## config.mk

```make
export PLATFORM = sky130hd
export DESIGN_NAME = humidity_temperature_frame_decoder
export DESIGN_NICKNAME = d
export VERILOG_FILES = /design/src/sv/htfd_pkg.sv /design/src/sv/htfd_front.sv /design/src/sv/htfd_queue.sv /design/src/sv/htfd_back.sv /design/src/sv/humidity_temperature_frame_decoder.sv
export SDC_FILE = /design/constraint.sdc
export NUM_CORES = 1
export LEC_CHECK = 0
export CAP_MARGIN = 40
export CORE_UTILIZATION = 55
export DETAILED_ROUTE_END_ITERATION = 8
export DONT_BUFFER_PORTS = 1
export GPL_ROUTABILITY_DRIVEN = 0
export PLACE_DENSITY = 0.73
export SETUP_SLACK_MARGIN = 0.3
export SKIP_CTS_REPAIR_TIMING = 1
export SYNTH_ARGS = -nofsm -noshare
export SYNTH_HDL_FRONTEND = slang
export SYNTH_SLANG_ARGS = --single-unit
```

## constraint.sdc

```tcl
create_clock -name i_clk -period 5.5 [get_ports i_clk]
set_input_delay 0.275 -clock i_clk [delete_from_list [all_inputs] [get_ports i_clk]]
set_output_delay 0.275 -clock i_clk [all_outputs]
set_load 0.1 [all_outputs]
```

## src/sv/htfd_pkg.sv

```systemverilog
// Shared types, constants and functions for the humidity/temperature frame decoder.
// Used by htfd_front, htfd_queue, htfd_back and the top level; depends on nothing.
package htfd_pkg;

    localparam logic [7:0] CRC_INIT = 8'hFF;
    localparam logic [7:0] CRC_POLY = 8'h31;

    // Byte positions within the six-byte frame
    localparam logic [2:0] POS_T_MSB = 3'd0;
    localparam logic [2:0] POS_T_LSB = 3'd1;
    localparam logic [2:0] POS_T_CRC = 3'd2;
    localparam logic [2:0] POS_H_MSB = 3'd3;
    localparam logic [2:0] POS_H_LSB = 3'd4;
    localparam logic [2:0] POS_H_CRC = 3'd5;

    localparam logic [14:0] TEMP_SCALE = 15'd17500;
    localparam logic [13:0] HUM_SCALE  = 14'd12500;
    localparam logic signed [15:0] TEMP_OFFSET = 16'sd4500;
    localparam logic [14:0] HUM_OFFSET = 15'd600;
    localparam logic [14:0] HUM_MAX    = 15'd10000;

    typedef enum logic [1:0] {
        ST_OK       = 2'd0,
        ST_TEMP_CRC = 2'd1,
        ST_HUM_CRC  = 2'd2
    } t_status;

    typedef struct packed {
        t_status     status;
        logic [15:0] temp_word;
        logic [15:0] hum_word;
    } t_rec;

    // One byte of CRC-8, MSB first
    function automatic logic [7:0] crc8_byte(input logic [7:0] crc, input logic [7:0] b);
        logic [7:0] c;
        c = crc ^ b;
        for (int k = 0; k < 8; k++) begin
            c = c[7] ? ((c << 1) ^ CRC_POLY) : (c << 1);
        end
        return c;
    endfunction

    // floor(p / 65535) for p below 2^31: floor(p / 65536) plus one correction step
    function automatic logic [14:0] div65535(input logic [30:0] p);
        logic [14:0] q0;
        logic [16:0] rem;
        q0  = p[30:16];
        rem = {1'b0, p[15:0]} + {2'b00, q0};
        return q0 + ((rem >= 17'd65535) ? 15'd1 : 15'd0);
    endfunction

endpackage

```

## src/sv/htfd_front.sv

```systemverilog
// Front end: accepts frame bytes, tracks position, runs the CRC and assembles both words.
// Pushes one record per completed frame; depends on htfd_pkg.
module htfd_front (
    input  logic              i_clk,
    input  logic              i_rst_n,
    input  logic              i_valid,
    output logic              o_ready,
    input  logic [7:0]        i_rx_byte,
    input  logic              i_frame_start,
    output logic              o_push,
    output htfd_pkg::t_rec    o_rec,
    input  logic              i_full
);

    logic [2:0]  r_pos, n_pos;
    logic [7:0]  r_crc, n_crc;
    logic [15:0] r_temp, n_temp;
    logic [15:0] r_hum, n_hum;
    logic        r_tgood, n_tgood;

    logic        w_accept;
    logic [2:0]  w_pos;
    logic [7:0]  w_crc;
    logic [7:0]  w_crc_step;

    assign o_ready  = !i_full;
    assign w_accept = i_valid && o_ready;

    always_comb begin
        w_pos = i_frame_start ? htfd_pkg::POS_T_MSB : r_pos;
        w_crc = i_frame_start ? htfd_pkg::CRC_INIT : r_crc;
        // positions past the frame end restart the frame
        if (w_pos > htfd_pkg::POS_H_CRC) begin
            w_pos = htfd_pkg::POS_T_MSB;
            w_crc = htfd_pkg::CRC_INIT;
        end
    end

    assign w_crc_step = htfd_pkg::crc8_byte(w_crc, i_rx_byte);

    always_comb begin
        n_pos   = w_pos + 3'd1;
        n_crc   = w_crc_step;
        n_temp  = r_temp;
        n_hum   = r_hum;
        n_tgood = r_tgood;
        o_push  = 1'b0;
        o_rec.temp_word = r_temp;
        o_rec.hum_word  = r_hum;
        if (!r_tgood) begin
            o_rec.status = htfd_pkg::ST_TEMP_CRC;
        end else if (w_crc != i_rx_byte) begin
            o_rec.status = htfd_pkg::ST_HUM_CRC;
        end else begin
            o_rec.status = htfd_pkg::ST_OK;
        end
        unique case (w_pos)
            htfd_pkg::POS_T_MSB: n_temp = {i_rx_byte, 8'h00};
            htfd_pkg::POS_T_LSB: n_temp = {r_temp[15:8], i_rx_byte};
            htfd_pkg::POS_T_CRC: begin
                n_tgood = (w_crc == i_rx_byte);
                n_crc   = htfd_pkg::CRC_INIT;
            end
            htfd_pkg::POS_H_MSB: n_hum = {i_rx_byte, 8'h00};
            htfd_pkg::POS_H_LSB: n_hum = {r_hum[15:8], i_rx_byte};
            default: begin
                n_pos  = htfd_pkg::POS_T_MSB;
                n_crc  = htfd_pkg::CRC_INIT;
                o_push = w_accept;
            end
        endcase
    end

    always_ff @(posedge i_clk) begin
        if (!i_rst_n) begin
            r_pos   <= htfd_pkg::POS_T_MSB;
            r_crc   <= htfd_pkg::CRC_INIT;
            r_temp  <= 16'h0000;
            r_hum   <= 16'h0000;
            r_tgood <= 1'b0;
        end else if (w_accept) begin
            r_pos   <= n_pos;
            r_crc   <= n_crc;
            r_temp  <= n_temp;
            r_hum   <= n_hum;
            r_tgood <= n_tgood;
        end
    end

endmodule

```

## src/sv/htfd_queue.sv

```systemverilog
// Short record queue between the front end and the scaling back end.
// Depends on htfd_pkg for the record type.
module htfd_queue #(
    parameter int DEPTH = 2
) (
    input  logic              i_clk,
    input  logic              i_rst_n,
    input  logic              i_push,
    input  htfd_pkg::t_rec    i_rec,
    output logic              o_full,
    output logic              o_valid,
    input  logic              i_pop,
    output htfd_pkg::t_rec    o_rec
);

    localparam int PW = (DEPTH > 1) ? $clog2(DEPTH) : 1;
    localparam int CW = $clog2(DEPTH + 1);

    htfd_pkg::t_rec r_mem [DEPTH];
    logic [PW-1:0]  r_wr, r_rd;
    logic [CW-1:0]  r_cnt;
    logic           w_do_pop;

    assign o_full   = (r_cnt == CW'(DEPTH));
    assign o_valid  = (r_cnt != '0);
    assign o_rec    = r_mem[r_rd];
    assign w_do_pop = i_pop && o_valid;

    always_ff @(posedge i_clk) begin
        if (i_push) begin
            r_mem[r_wr] <= i_rec;
        end
    end

    always_ff @(posedge i_clk) begin
        if (!i_rst_n) begin
            r_wr  <= '0;
            r_rd  <= '0;
            r_cnt <= '0;
        end else begin
            if (i_push) begin
                r_wr <= (r_wr == PW'(DEPTH - 1)) ? '0 : r_wr + PW'(1);
            end
            if (w_do_pop) begin
                r_rd <= (r_rd == PW'(DEPTH - 1)) ? '0 : r_rd + PW'(1);
            end
            if (i_push && !w_do_pop) begin
                r_cnt <= r_cnt + CW'(1);
            end else if (!i_push && w_do_pop) begin
                r_cnt <= r_cnt - CW'(1);
            end
        end
    end

endmodule

```

## src/sv/htfd_back.sv

```systemverilog
// Back end: scales raw words to hundredths in two stages and holds the result register.
// Depends on htfd_pkg for the record type and the divide-by-65535 helper.
module htfd_back (
    input  logic                  i_clk,
    input  logic                  i_rst_n,
    input  logic                  i_valid,
    output logic                  o_pop,
    input  htfd_pkg::t_rec        i_rec,
    output logic                  o_valid,
    input  logic                  i_ready,
    output logic [1:0]            o_status,
    output logic signed [14:0]    o_temperature_centi,
    output logic [13:0]           o_humidity_centi,
    output logic [15:0]           o_temperature_word,
    output logic [15:0]           o_humidity_word
);

    // stage 1: constant products
    logic                r_s1_valid;
    htfd_pkg::t_rec      r_s1_rec;
    logic [30:0]         r_s1_tprod;
    logic [29:0]         r_s1_hprod;

    // stage 2: output register
    logic                r_out_valid;
    logic [1:0]          r_out_status;
    logic signed [14:0]  r_out_temp;
    logic [13:0]         r_out_hum;
    logic [15:0]         r_out_tword;
    logic [15:0]         r_out_hword;

    logic                w_en2, w_en1;
    logic [14:0]         w_tq, w_hq;
    logic signed [15:0]  w_t;
    logic [14:0]         w_h;

    assign w_en2 = !r_out_valid || i_ready;
    assign w_en1 = !r_s1_valid || w_en2;
    assign o_pop = i_valid && w_en1;

    assign w_tq = htfd_pkg::div65535(r_s1_tprod);
    assign w_hq = htfd_pkg::div65535({1'b0, r_s1_hprod});
    assign w_t  = $signed({1'b0, w_tq}) - htfd_pkg::TEMP_OFFSET;

    // clip humidity to 0..10000
    always_comb begin
        if (w_hq < htfd_pkg::HUM_OFFSET) begin
            w_h = '0;
        end else if (w_hq - htfd_pkg::HUM_OFFSET > htfd_pkg::HUM_MAX) begin
            w_h = htfd_pkg::HUM_MAX;
        end else begin
            w_h = w_hq - htfd_pkg::HUM_OFFSET;
        end
    end

    always_ff @(posedge i_clk) begin
        if (w_en1 && i_valid) begin
            r_s1_rec   <= i_rec;
            r_s1_tprod <= 31'(i_rec.temp_word * htfd_pkg::TEMP_SCALE);
            r_s1_hprod <= 30'(i_rec.hum_word * htfd_pkg::HUM_SCALE);
        end
        if (w_en2 && r_s1_valid) begin
            r_out_status <= r_s1_rec.status;
            r_out_temp   <= w_t[14:0];
            r_out_hum    <= w_h[13:0];
            r_out_tword  <= r_s1_rec.temp_word;
            r_out_hword  <= r_s1_rec.hum_word;
        end
    end

    always_ff @(posedge i_clk) begin
        if (!i_rst_n) begin
            r_s1_valid  <= 1'b0;
            r_out_valid <= 1'b0;
        end else begin
            if (w_en1) begin
                r_s1_valid <= i_valid;
            end
            if (w_en2) begin
                r_out_valid <= r_s1_valid;
            end
        end
    end

    assign o_valid             = r_out_valid;
    assign o_status            = r_out_status;
    assign o_temperature_centi = r_out_temp;
    assign o_humidity_centi    = r_out_hum;
    assign o_temperature_word  = r_out_tword;
    assign o_humidity_word     = r_out_hword;

endmodule

```

## src/sv/humidity_temperature_frame_decoder.sv

```systemverilog
// Humidity/temperature frame decoder: one byte accepted per cycle while the queue has room, one result per frame.
// After acceptance of the sixth byte the record enters the queue, then passes the product
// register and the output register; both hold while the output is not taken.
// Throughput one byte per cycle; input stalls only while the queue is full.
// Reset (synchronous, active low) empties the queue and pipeline and restarts the frame.
// Depends on htfd_pkg, htfd_front, htfd_queue and htfd_back.
module humidity_temperature_frame_decoder #(
    parameter int QUEUE_DEPTH = 2
) (
    input  logic               i_clk,
    input  logic               i_rst_n,
    input  logic               i_in_valid,
    output logic               o_in_ready,
    input  logic [7:0]         i_rx_byte,
    input  logic               i_frame_start,
    output logic               o_out_valid,
    input  logic               i_out_ready,
    output logic [1:0]         o_status,
    output logic signed [14:0] o_temperature_centi,
    output logic [13:0]        o_humidity_centi,
    output logic [15:0]        o_temperature_word,
    output logic [15:0]        o_humidity_word
);

    logic           w_push, w_full, w_q_valid, w_pop;
    htfd_pkg::t_rec w_push_rec, w_pop_rec;

    htfd_front u_front (
        .i_clk         (i_clk),
        .i_rst_n       (i_rst_n),
        .i_valid       (i_in_valid),
        .o_ready       (o_in_ready),
        .i_rx_byte     (i_rx_byte),
        .i_frame_start (i_frame_start),
        .o_push        (w_push),
        .o_rec         (w_push_rec),
        .i_full        (w_full)
    );

    htfd_queue #(
        .DEPTH (QUEUE_DEPTH)
    ) u_queue (
        .i_clk   (i_clk),
        .i_rst_n (i_rst_n),
        .i_push  (w_push),
        .i_rec   (w_push_rec),
        .o_full  (w_full),
        .o_valid (w_q_valid),
        .i_pop   (w_pop),
        .o_rec   (w_pop_rec)
    );

    htfd_back u_back (
        .i_clk               (i_clk),
        .i_rst_n             (i_rst_n),
        .i_valid             (w_q_valid),
        .o_pop               (w_pop),
        .i_rec               (w_pop_rec),
        .o_valid             (o_out_valid),
        .i_ready             (i_out_ready),
        .o_status            (o_status),
        .o_temperature_centi (o_temperature_centi),
        .o_humidity_centi    (o_humidity_centi),
        .o_temperature_word  (o_temperature_word),
        .o_humidity_word     (o_humidity_word)
    );

`ifndef SYNTHESIS
    a_no_overflow: assert property (@(posedge i_clk) disable iff (!i_rst_n)
        w_push |-> !w_full)
        else $error("queue written while full");

    a_status_code: assert property (@(posedge i_clk) disable iff (!i_rst_n)
        o_out_valid |-> (o_status <= htfd_pkg::ST_HUM_CRC))
        else $error("invalid status code");

    a_hum_clip: assert property (@(posedge i_clk) disable iff (!i_rst_n)
        o_out_valid |-> (o_humidity_centi <= 14'd10000))
        else $error("humidity out of range");

    a_pop_has_data: assert property (@(posedge i_clk) disable iff (!i_rst_n)
        (w_pop && !w_push) |=> !($past(w_q_valid) && !w_q_valid && w_full))
        else $error("queue state inconsistent after pop");
`endif

endmodule
```

# After elaboration in Yosys (flattened, before gate mapping)
# Memories as Yosys holds them, arrays and structs flattened. A register that Yosys moved wholly into a read port is not among the register bits.
# Cells that the tools add are included.
# word_totals
ff_bits,204
ram_bits,68
out_inout_bits,65
wordCells,116
mem_count,1
# mem_list
name,depth,width,read_ports,rd_ports_with_merged_regs,wr,line_no,text
u_queue.r_mem,2,34,1,1,1,htfd_queue.sv:19,htfd_pkg::t_rec r_mem [DEPTH];
# classes
add_sub_neg,11
mul,2
magnitude_cmp,5
eq_ne,7
n_mux,30
bitwise_logic,11
reduce_logical,26
# ops
operator,n
one-hot mux 16 bit (2 select lines),2
two-way mux 6 bit,8
"greater-or-equal comparator 17 x 16 -> 1 bit, second input constant",2
"multiplier 16 x 13 -> 29 bit, second input constant",1
"multiplier 16 x 12 -> 28 bit, second input constant",1
two-way mux 8 bit,3
NOT 3 bit,8
adder 16 x 14 -> 17 bit,1
adder 16 x 15 -> 17 bit,1
adder 14 x 15 -> 15 bit,1
adder 15 bit,1
"> comparator 15 x 14 -> 1 bit, second input constant",1
"< comparator 15 x 10 -> 1 bit, second input constant",1
"subtractor 15 x 10 -> 15 bit, second input constant",1
"subtractor 15 x 13 -> 15 bit, second input constant",1
two-way mux 14 bit,1
two-way mux 1 bit,9
two-way mux 3 bit,3
== test 8 bit,1
two-way mux 2 bit,4
inequality test 8 bit,1
nonzero test 2 bit,4
bitwise XOR 8 bit,1
"== test 3 x 2 -> 1 bit, second input constant",2
18 further kinds,33

# Depth between registers and ports, before layout
# Gate-level depths: netlist of the first run.
# logic_depth
word_depth,21
depth_mapped,28

# Modules after synthesis
# A second synthesis of the first run with hierarchy kept.
# unflattened
hier_cells,1573
hier_area_um2,18261.3
# modules_own_cells
module,instances,cells_per_inst,area_each_um2,seq_area_each_um2
htfd_back,1,1227,13520.5,4574.4
htfd_queue,1,128,2670.1,2142.1
htfd_front,1,218,2070.7,880.8

# Worst setup path after synthesis of the first run
# Ideal clock, no wire load.
# synth_path
path_type,flip-flop to flip-flop
startpoint,register with a tool-made name
endpoint,register u_back.r_s1_tprod[30] (data pin)
setup_time_ns,0.256
arrival_ns,5.586
t_required_ns,5.244
slack_ns,-0.342
stages_incl_launch_ff,21
synth_period_minus_slack_ns,5.842
cell_sequence,dfxtp_1 > clkbuf_1 > buf_1 > mux2i_1 > inv_1 > ha_1 > inv_1 > fa_1 > inv_1 > ha_1 > fa_1 > fa_1 > ha_1 > a2111oi_0 > o21a_1 > o31ai_1 > a221o_1 > o21a_1 > nor2_1 > o21ai_0 > a31o_2
# synth_lines
element,line_no,text
end signal: assignment,htfd_back.sv:59,r_s1_tprod <= 31'(i_rec.temp_word * htfd_pkg::TEMP_SCALE);
end: declaration,htfd_back.sv:21,logic [30:0] r_s1_tprod;

==> results.toml, run 1 <==
[yosys]
ys.flop_type = "edfxtp_1"
yosysSeqAreaShare = 0.420
synthTopCellsByCount = "inv_1, ha_1, edfxtp_1"
synthCells = 1554
syn_nets = 1893
synth_edf_count = 219
synthArstFlopShare = 0
synth_area_leaders = "edfxtp_1, ha_1, fa_1"
synth_top_area_share = 0.363
ys_types = 81
netlist_area_um2 = 18100
synth_most_common_cell = "inv_1"
avgSynthCellArea_um2 = 11.6
synth-seq-cells = 270
yosys_warnings = 0
synth.largest_area_cell = "edfxtp_1"

[timing]
relSlewSlack = 0.368
setup_viol = 0
hold_slack_ps = 0.518
finClkSkew_ps = 14.4
finalSetupTns_ps = 0
rsz0062_at_grt = "yes"
min_period_over_period = 0.972
period_needed_ps = 5340
fmax_mhz = 187
finalHoldViolations = 0
report.final.slew_viol_count = 0
worst_pin_slew_ps = 941
fin_ws_ps = 157

[hold_path]
hp-start = "i_out_ready"
hold_class = "input pin to flop"

[worst_setup_path]
rrSetupSlack_ps = 160
critPathKind = "flop to flop"
cp-end-kind = "flop"
cp.required_ps = 5800
worstPathArrival_ps = 5640
critPathCapture = "u_back.r_s1_tprod[30]$_DFFE_PP_"
critPathMaxFanout = 8
r2r-end = "u_back.r_s1_tprod[30]$_DFFE_PP_"
r2r_cells = 21
start_kind = "flop"

[detailed_routing]
viasPerCell = 5.52
firstDrtPassIters = 5
drc = 0
drtAntennaViolNets = 0
vias = 11900
wl_per_cell_um = 18.2
drt_iter0_markers = 744
wl_um = 39400

[final_layout]
fillCellCount = 2200
n_antenna_cell = 0
final_util = 0.685
nets = 2035
drive_above_1_share = 0.242
area_growth_pct = 22.8
seq_area_um2 = 7600
multiInputGateArea_um2 = 10800

[clock_tree]
root_buffer = "clkbuf_16"
cts_tree = "built"
clkTransAtPathRegs_ps = 60
cts_max_path_buffers = 3
cts_made_buffers = 29
clk_latency_ps = 550
h-tree-depth = 1
clkSinkCount = 270

[floorplan]
start_util = 0.558
num_io_pins = 78
coreArea_um2 = 32500
die_area_um2 = 33600
die_height_um = 183
row_count = 66
fp.dieW_um = 183

[grt]
grt_antenna_before_repair = 0
gr-usage-all-layers = 0.208
grt-ovfl-total = 0
grt_pass1_vias = 11200
grt_max_degree = 72
grt_pass1_wl_um = 56300

[placement]
dp_hpwl_um = 26300
dp_slack_ps = -105
port_buffers = 0

[run]
cap_viol_max_count = 0

[status]
status = "finished clean"
[state kept, by name, indices dropped and copies added, names as in the netlist, 16 cells and up, named ones only]
| name | cells |
|---|---|
| u_queue.r_mem | 68 |
| u_back.r_s1_rec | 34 |
| u_back.r_s1_tprod | 28 |
| u_back.r_s1_hprod | 26 |
| u_back.o_humidity_word | 16 |
| u_back.o_temperature_word | 16 |
| u_front.r_hum | 16 |
| u_front.r_temp | 16 |
[cells in the final DEF (no fill, tap or decap), types with 8 or more instances in the layout]
| master | Yosys | final |
|---|---|---|
| o21a_1 | 18 | 18 |
| buf_8 | 1 | 10 |
| fa_1 | 91 | 82 |
| inv_1 | 238 | 200 |
| xnor2_1 | 82 | 76 |
| mux2i_1 | 32 | 18 |
| a21oi_1 | 54 | 40 |
| clkbuf_16 | 0 | 33 |
| clkinv_2 | 0 | 8 |
| buf_4 | 4 | 106 |
| nor3_1 | 16 | 14 |
| nor2_1 | 69 | 65 |
| xor2_1 | 32 | 32 |
| nand2b_1 | 10 | 10 |
| a21o_1 | 29 | 29 |
| o21ai_1 | 5 | 10 |
| mux2i_4 | 0 | 13 |
| nand2_1 | 52 | 51 |
| buf_6 | 3 | 8 |
| inv_2 | 0 | 36 |
| a22oi_1 | 16 | 16 |
| nand3_1 | 18 | 15 |
| o21ai_0 | 35 | 25 |
| ha_4 | 0 | 56 |
| and2_1 | 12 | 12 |
| ha_1 | 235 | 173 |
| dfxtp_1 | 51 | 50 |
| nand4_1 | 9 | 9 |
| nor2b_1 | 42 | 39 |
| a21oi_2 | 0 | 13 |
| fa_2 | 0 | 9 |
| edfxtp_1 | 219 | 219 |
| dlygate4sd3_1 | 0 | 10 |
| mux2_4 | 0 | 15 |
| o22ai_1 | 10 | 9 |
[critical path, stage by stage, from the launching register on]
cell,delay [ps]
dfxtp_4,430
clkbuf_16,190
mux2i_4,260
inv_2,80
buf_6,120
ha_1,270
inv_1,50
fa_1,490
inv_2,50
ha_4,230
fa_1,460
fa_1,580
ha_4,220
a21o_1,160
a21o_1,210
a21oi_4,160
o31ai_4,100
a221o_1,350
o21a_1,240
nor2_2,140
o21ai_2,90
a31o_2,210
[cell families (layout without fill, tap and decap cells)]
logic type | Yosys count | in the layout | synth area share
compound gates | 239 | 239 | 0.0898
mux | 53 | 53 | 0.0308
buf+inv | 272 | 436 | 0.0594
flops | 270 | 270 | 0.420
fa+ha+maj | 326 | 326 | 0.263
xor+xnor | 114 | 114 | 0.0552
simple gates | 280 | 280 | 0.0820
[metal layers]
layer | up-vias | wire length (um) | global-route usage
met4 | 0 | 692 | 0.0477
met1 | 5868 | 17800 | 0.295
met3 | 52 | 1470 | 0.0294
met2 | 296 | 19400 | 0.340
met5 | - | 0 | 0
li1 | 5717 | - | -
[final cells by class]
class	instances	share of cell area
Timing Repair Buffer	145	0.0629
Tap cell	442	0.0249
Clock inverter	23	0.0120
Clock buffer	30	0.0333
Multi-Input combinational cell	1012	0.484
Sequential cell	270	0.342
Inverter	238	0.0404
[metrics by stage]
step / cell area [um^2] / cells
floorplan: 18200 / 1554
global placement: 19000 / 2008
detailed placement: 19200 / 2021
CTS: 20200 / 2074
global route: 22200 / 2160
finish: 22200 / 2160
[worst min-delay path by stage]
stage,end,slack [ps],cells past startpoint
after global routing,u_back.o_valid$_SDFFE_PN0P_,1,2
after global placement,u_front.r_crc[6]$_SDFFE_PN1P_,340,1
after floorplan,u_back.o_humidity_word[10]$_DFFE_PP_,400,0
after CTS,u_front.r_crc[6]$_SDFFE_PN1P_,-230,1
final,u_back.r_s1_valid$_SDFFE_PN0N_,0.5,3
after detailed placement,u_front.r_crc[5]$_SDFFE_PN1P_,340,1
Power of run 1 is not shown: default switching activity piles up to over one toggle a cycle in this logic, so the estimate is an artifact.
==> run 2: changes to the inputs <==
--- a/config.mk
+++ b/config.mk
@@ -6,11 +6,11 @@
 export NUM_CORES = 1
 export LEC_CHECK = 0
 export CAP_MARGIN = 40
-export CORE_UTILIZATION = 55
+export CORE_UTILIZATION = 25
+export CTS_CLUSTER_SIZE = 10
 export DETAILED_ROUTE_END_ITERATION = 8
 export DONT_BUFFER_PORTS = 1
 export GPL_ROUTABILITY_DRIVEN = 0
-export PLACE_DENSITY = 0.73
 export SETUP_SLACK_MARGIN = 0.3
 export SKIP_CTS_REPAIR_TIMING = 1
 export SYNTH_ARGS = -nofsm -noshare
==> run 2 against run 1 <==
Effect of this change:
- setup slack better by 61 ps
- worst hold slack better by 7.2 ps
- core utilization is 36 points lower
- highest routed layer unchanged
- via count is 1.6% lower
- critical endpoint is now u_back.o_humidity_centi[1]$_SDFFCE_PP0P_
- die area up 120%
- clock skew grew 26 ps
- critical path depth grew 5
- global-route usage down 10 points
- final area is 5.4% higher
- largest cell class unchanged
==> results.toml, run 2 (same netlist as run 1, synthesis figures left out) <==
[timing]
period_needed_ps = 5280
setup_viol = 0
finalSetupTns_ps = 0
min_period_over_period = 0.960
report.final.slew_viol_count = 0
hold_slack_ps = 7.75
worst_pin_slew_ps = 896
relSlewSlack = 0.404
fmax_mhz = 189
finalHoldViolations = 0
rsz0062_at_grt = "yes"
finClkSkew_ps = 40.9

[worst_setup_path]
cp-end-kind = "flop"
worstPathArrival_ps = 5560
critPathBufInv = 2
worstSetupStartpoint = "u_back.r_s1_hprod[18]$_DFFE_PP_"
r2r-end = "u_back.o_humidity_centi[1]$_SDFFCE_PP0P_"
critPathMaxFanout = 8
max_stage_delay_ps = 390
start_kind = "flop"
slowest_stage = "fa_2"
reg2reg_from = "u_back.r_s1_hprod[18]$_DFFE_PP_"
critPathCapture = "u_back.o_humidity_centi[1]$_SDFFCE_PP0P_"
critPathKind = "flop to flop"
path_delay_family = "simple AND/OR/NAND/NOR gates"
crit_cells = 26
r2r_cells = 26
cp.required_ps = 5780
crit_path_frequent_cell = "ha_2"
rrSetupSlack_ps = 220

[clock_tree]
cts_made_buffers = 35
clkTransAtPathRegs_ps = 60
cts_max_path_buffers = 3
h-tree-depth = 2
clkSinkCount = 270
clk_latency_ps = 550
root_buffer = "clkbuf_16"
cts_tree = "built"

[final_layout]
area_growth_pct = 29.4
design_area_um2 = 23400
top_regs = "u_queue.r_mem (68), u_back.r_s1_rec (34), u_back.r_s1_tprod (28)"
final_cell_mix = "edfxtp_1, inv_1, ha_1"
largest_register = "u_queue.r_mem"
nets = 2058
drive_above_1_share = 0.231
largest_reg_flops = 68
final_util = 0.327
final_common_cell = "edfxtp_1"
n_antenna_cell = 0

[placement]
dp_hpwl_um = 29200
port_buffers = 0
place_area_um2 = 20600

[hold_path]
hp-start = "i_rst_n"
hold_class = "input pin to flop"

[detailed_routing]
drt_iter0_markers = 718
drtAntennaViolNets = 0
viasPerCell = 4.37
vias = 11700
wl_per_cell_um = 15.3
firstDrtPassIters = 5
drc = 0
wl_um = 41000

[floorplan]
coreArea_um2 = 71600
start_util = 0.253
die_height_um = 271
row_count = 98
fp.dieW_um = 271
die_area_um2 = 73500
num_io_pins = 78

[status]
status = "finished clean"

[grt]
grt_pass1_vias = 11900
grt_pass1_wl_um = 61900
grt_antenna_before_repair = 0
grt-ovfl-total = 0
grt_max_degree = 50
gr-usage-all-layers = 0.105

[run]
cap_viol_max_count = 0
-- run 2: changes by cell type in the layout (fill, tap and decap cells not counted), sizes merged --
cell / before / now
clkbuf: 34 / 54
buf: 131 / 148
clkinv: 12 / 4
bufinv: 5 / 2
clkinvlp: 3 / 0
inv: 241 / 238
dlygate4sd3: 10 / 9
-- run 2: area by class of cell --
class	count	area [um^2]
inverters	238	895
clock buffers	49	991
clock inverters	6	82.6
repair buffers	162	2080
well taps	950	1190
multi-input cells	1012	10600
fillers	7026	48200
flip-flops and latches	270	7600
-- run 2: worst reg2reg max path: cells and delay by family (launching register included) --
| kind | cells | cell delay (ps) |
|---|---|---|
| AND/OR/NAND/NOR | 10 | 1710 |
| AO/OA/AOI/OAI | 8 | 1520 |
| adder cells (fa/ha/maj) | 4 | 1060 |
| flip-flops | 1 | 370 |
| XOR/XNOR | 2 | 210 |
| buffers and inverters | 2 | 160 |
-- run 2: worst min-delay path by stage --
stage	to	cells past startpoint	slack (ps)
after global routing	u_front.r_crc[2]$_SDFFE_PN1P_	2	0.9
after CTS	u_front.r_crc[2]$_SDFFE_PN1P_	1	-230
final	u_front.r_crc[2]$_SDFFE_PN1P_	2	8
after floorplan	u_back.o_humidity_word[10]$_DFFE_PP_	0	400
after global placement	u_front.r_crc[7]$_SDFFE_PN1P_	1	350
after detailed placement	u_front.r_crc[2]$_SDFFE_PN1P_	1	350
-- run 2: per-layer routing --
| layer | vias up | part of all wire | track usage |
|---|---|---|---|
| li1 | 5756 | - | - |
| met1 | 5695 | 0.44 | 0.130 |
| met2 | 228 | 0.49 | 0.176 |
| met3 | 62 | 0.042 | 0.0237 |
| met4 | 0 | 0.027 | 0.0410 |
| met5 | - | 0 | 0 |
-- run 2: through the flow --
stage                     instances  setup WS [ps]
after floorplan                1554            203
after global placement         2523           43.7
after detailed placement       2559          -79.2
after CTS                      2614           -118
after global routing           2687          -76.6
final                          2687            218
Power of run 2 is left out for the same reason.
==> run 3: changes to the inputs <==
--- a/config.mk
+++ b/config.mk
@@ -6,6 +6,7 @@
 export NUM_CORES = 1
 export LEC_CHECK = 0
 export CAP_MARGIN = 40
+export CORE_MARGIN = 2
 export CORE_UTILIZATION = 25
 export CTS_CLUSTER_SIZE = 10
 export DETAILED_ROUTE_END_ITERATION = 8
==> run 3 against run 2 <==
Effect of this change:
- first-iteration DRC count down 14%
- sequential cell count unchanged
- register-to-register slack better by 40 ps
- die area up 1.5%
- global-route usage about the same
- routed wire length up 1.3%
- critical path depth down 7
- critical endpoint is now u_back.r_s1_hprod[27]$_DFFE_PP_
==> results.toml, run 3 (same netlist as run 1, synthesis figures left out) <==
[worst_setup_path]
worstPathArrival_ps = 5540
critPathKind = "flop to flop"
critPathMaxFanout = 5
start_kind = "flop"
cp-end-kind = "flop"
cp.required_ps = 5790

[floorplan]
die_height_um = 273
row_count = 98
start_util = 0.253
die_area_um2 = 74600
num_io_pins = 78
coreArea_um2 = 71600
fp.dieW_um = 273

[detailed_routing]
wl_per_cell_um = 15.3
wl_um = 41600
vias = 11900
viasPerCell = 4.38
drt_iter0_markers = 618
drc = 0
drtAntennaViolNets = 0
firstDrtPassIters = 5

[status]
status = "finished clean"

[final_layout]
largest_reg_flops = 68
drive_above_1_share = 0.263
final_cell_mix = "edfxtp_1, inv_1, ha_1"
nets = 2077
final_common_cell = "edfxtp_1"
fillCellCount = 6978
area_growth_pct = 31.8
design_area_um2 = 23900
top_regs = "u_queue.r_mem (68), u_back.r_s1_rec (34), u_back.r_s1_tprod (28)"
largest_register = "u_queue.r_mem"
n_antenna_cell = 0

[grt]
grt_antenna_before_repair = 0
grt_pass1_vias = 11800
grt_max_degree = 50
gr-usage-all-layers = 0.105
grt-ovfl-total = 0
grt_pass1_wl_um = 62600

[run]
cap_viol_max_count = 0

[placement]
port_buffers = 0
place_area_um2 = 20700
dp_slack_ps = -59.0
dp_hpwl_um = 29800

[clock_tree]
root_buffer = "clkbuf_16"
clkTransAtPathRegs_ps = 50
h-tree-depth = 2
clkSinkCount = 270
clk_latency_ps = 550
cts_max_path_buffers = 3
cts_made_buffers = 35
cts_tree = "built"

[timing]
period_needed_ps = 5250
setup_viol = 0
finalHoldViolations = 0
finalSetupTns_ps = 0
report.final.slew_viol_count = 0
rsz0062_at_grt = "yes"
finClkSkew_ps = 46.6
worst_pin_slew_ps = 908
fmax_mhz = 191
min_period_over_period = 0.954
relSlewSlack = 0.396
fin_ws_ps = 253

[hold_path]
hold_class = "input pin to flop"
[run 3: cell types whose count changed in the layout (fill, tap and decap cells not counted), moves of 4 or more]
cell,delta
inv_1,-16
ha_1,-20
buf_4,+15
fa_2,+4
fa_1,-4
ha_4,+18
inv_2,+13
buf_12,-5
[run 3: per-layer routing]
metal	global-route usage	part of all wire	wire length (um)	vias up
met4	0.0388	0.027	1100	0
li1	-	-	-	5799
met5	0	0	0	-
met2	0.179	0.49	20500	199
met3	0.0204	0.037	1530	69
met1	0.132	0.44	18400	5801
[run 3: path summary, 6_finish.rpt]
kind,slack [ps],depth (start not counted),to,from
setup reg to reg,250,19,u_back.r_s1_hprod[27]$_DFFE_PP_,flop
hold reg to reg,400,0,u_back.o_humidity_word[14]$_DFFE_PP_,u_back.r_s1_rec[14]$_DFFE_PP_
hold / removal,30,3,u_back.r_s1_valid$_SDFFE_PN0N_,i_out_ready
setup / recovery,250,19,u_back.r_s1_hprod[27]$_DFFE_PP_,flop
[run 3: stage by stage]
stage | hold slack (ps) | util | instances
global route | 31.3 | 0.333 | 2708
detailed placement | 348 | 0.288 | 2569
global placement | 346 | 0.275 | 2531
CTS | -223 | 0.303 | 2626
finish | 25.5 | 0.333 | 2708
floorplan | 400 | - | 1554
[run 3: worst max-delay path, cell delays in order, from the launching register on]
cell and delay [ps]:
dfxtp_4 440, clkbuf_16 180, mux2_4 350, ha_4 280, ha_4 130, clkinvlp_4 120
fa_1 540, inv_1 50, fa_1 560, fa_1 460, ha_4 310, buf_4 140
a21oi_2 50, o211ai_1 210, a21o_1 160, a21oi_2 60, o221a_2 320, o41ai_2 360
a21oi_1 130, xnor2_1 140
[run 3: final cells by class]
type	count	area (um^2)	share of cell area
Multi-Input combinational cell	1012	10800	0.454
Timing Repair Buffer	181	2260	0.0948
Sequential cell	270	7600	0.319
Tap cell	950	1190	0.0498
Inverter	238	903	0.0379
Clock buffer	49	950	0.0398
Clock inverter	8	110	0.00462
Power of run 3 is left out for the same reason.
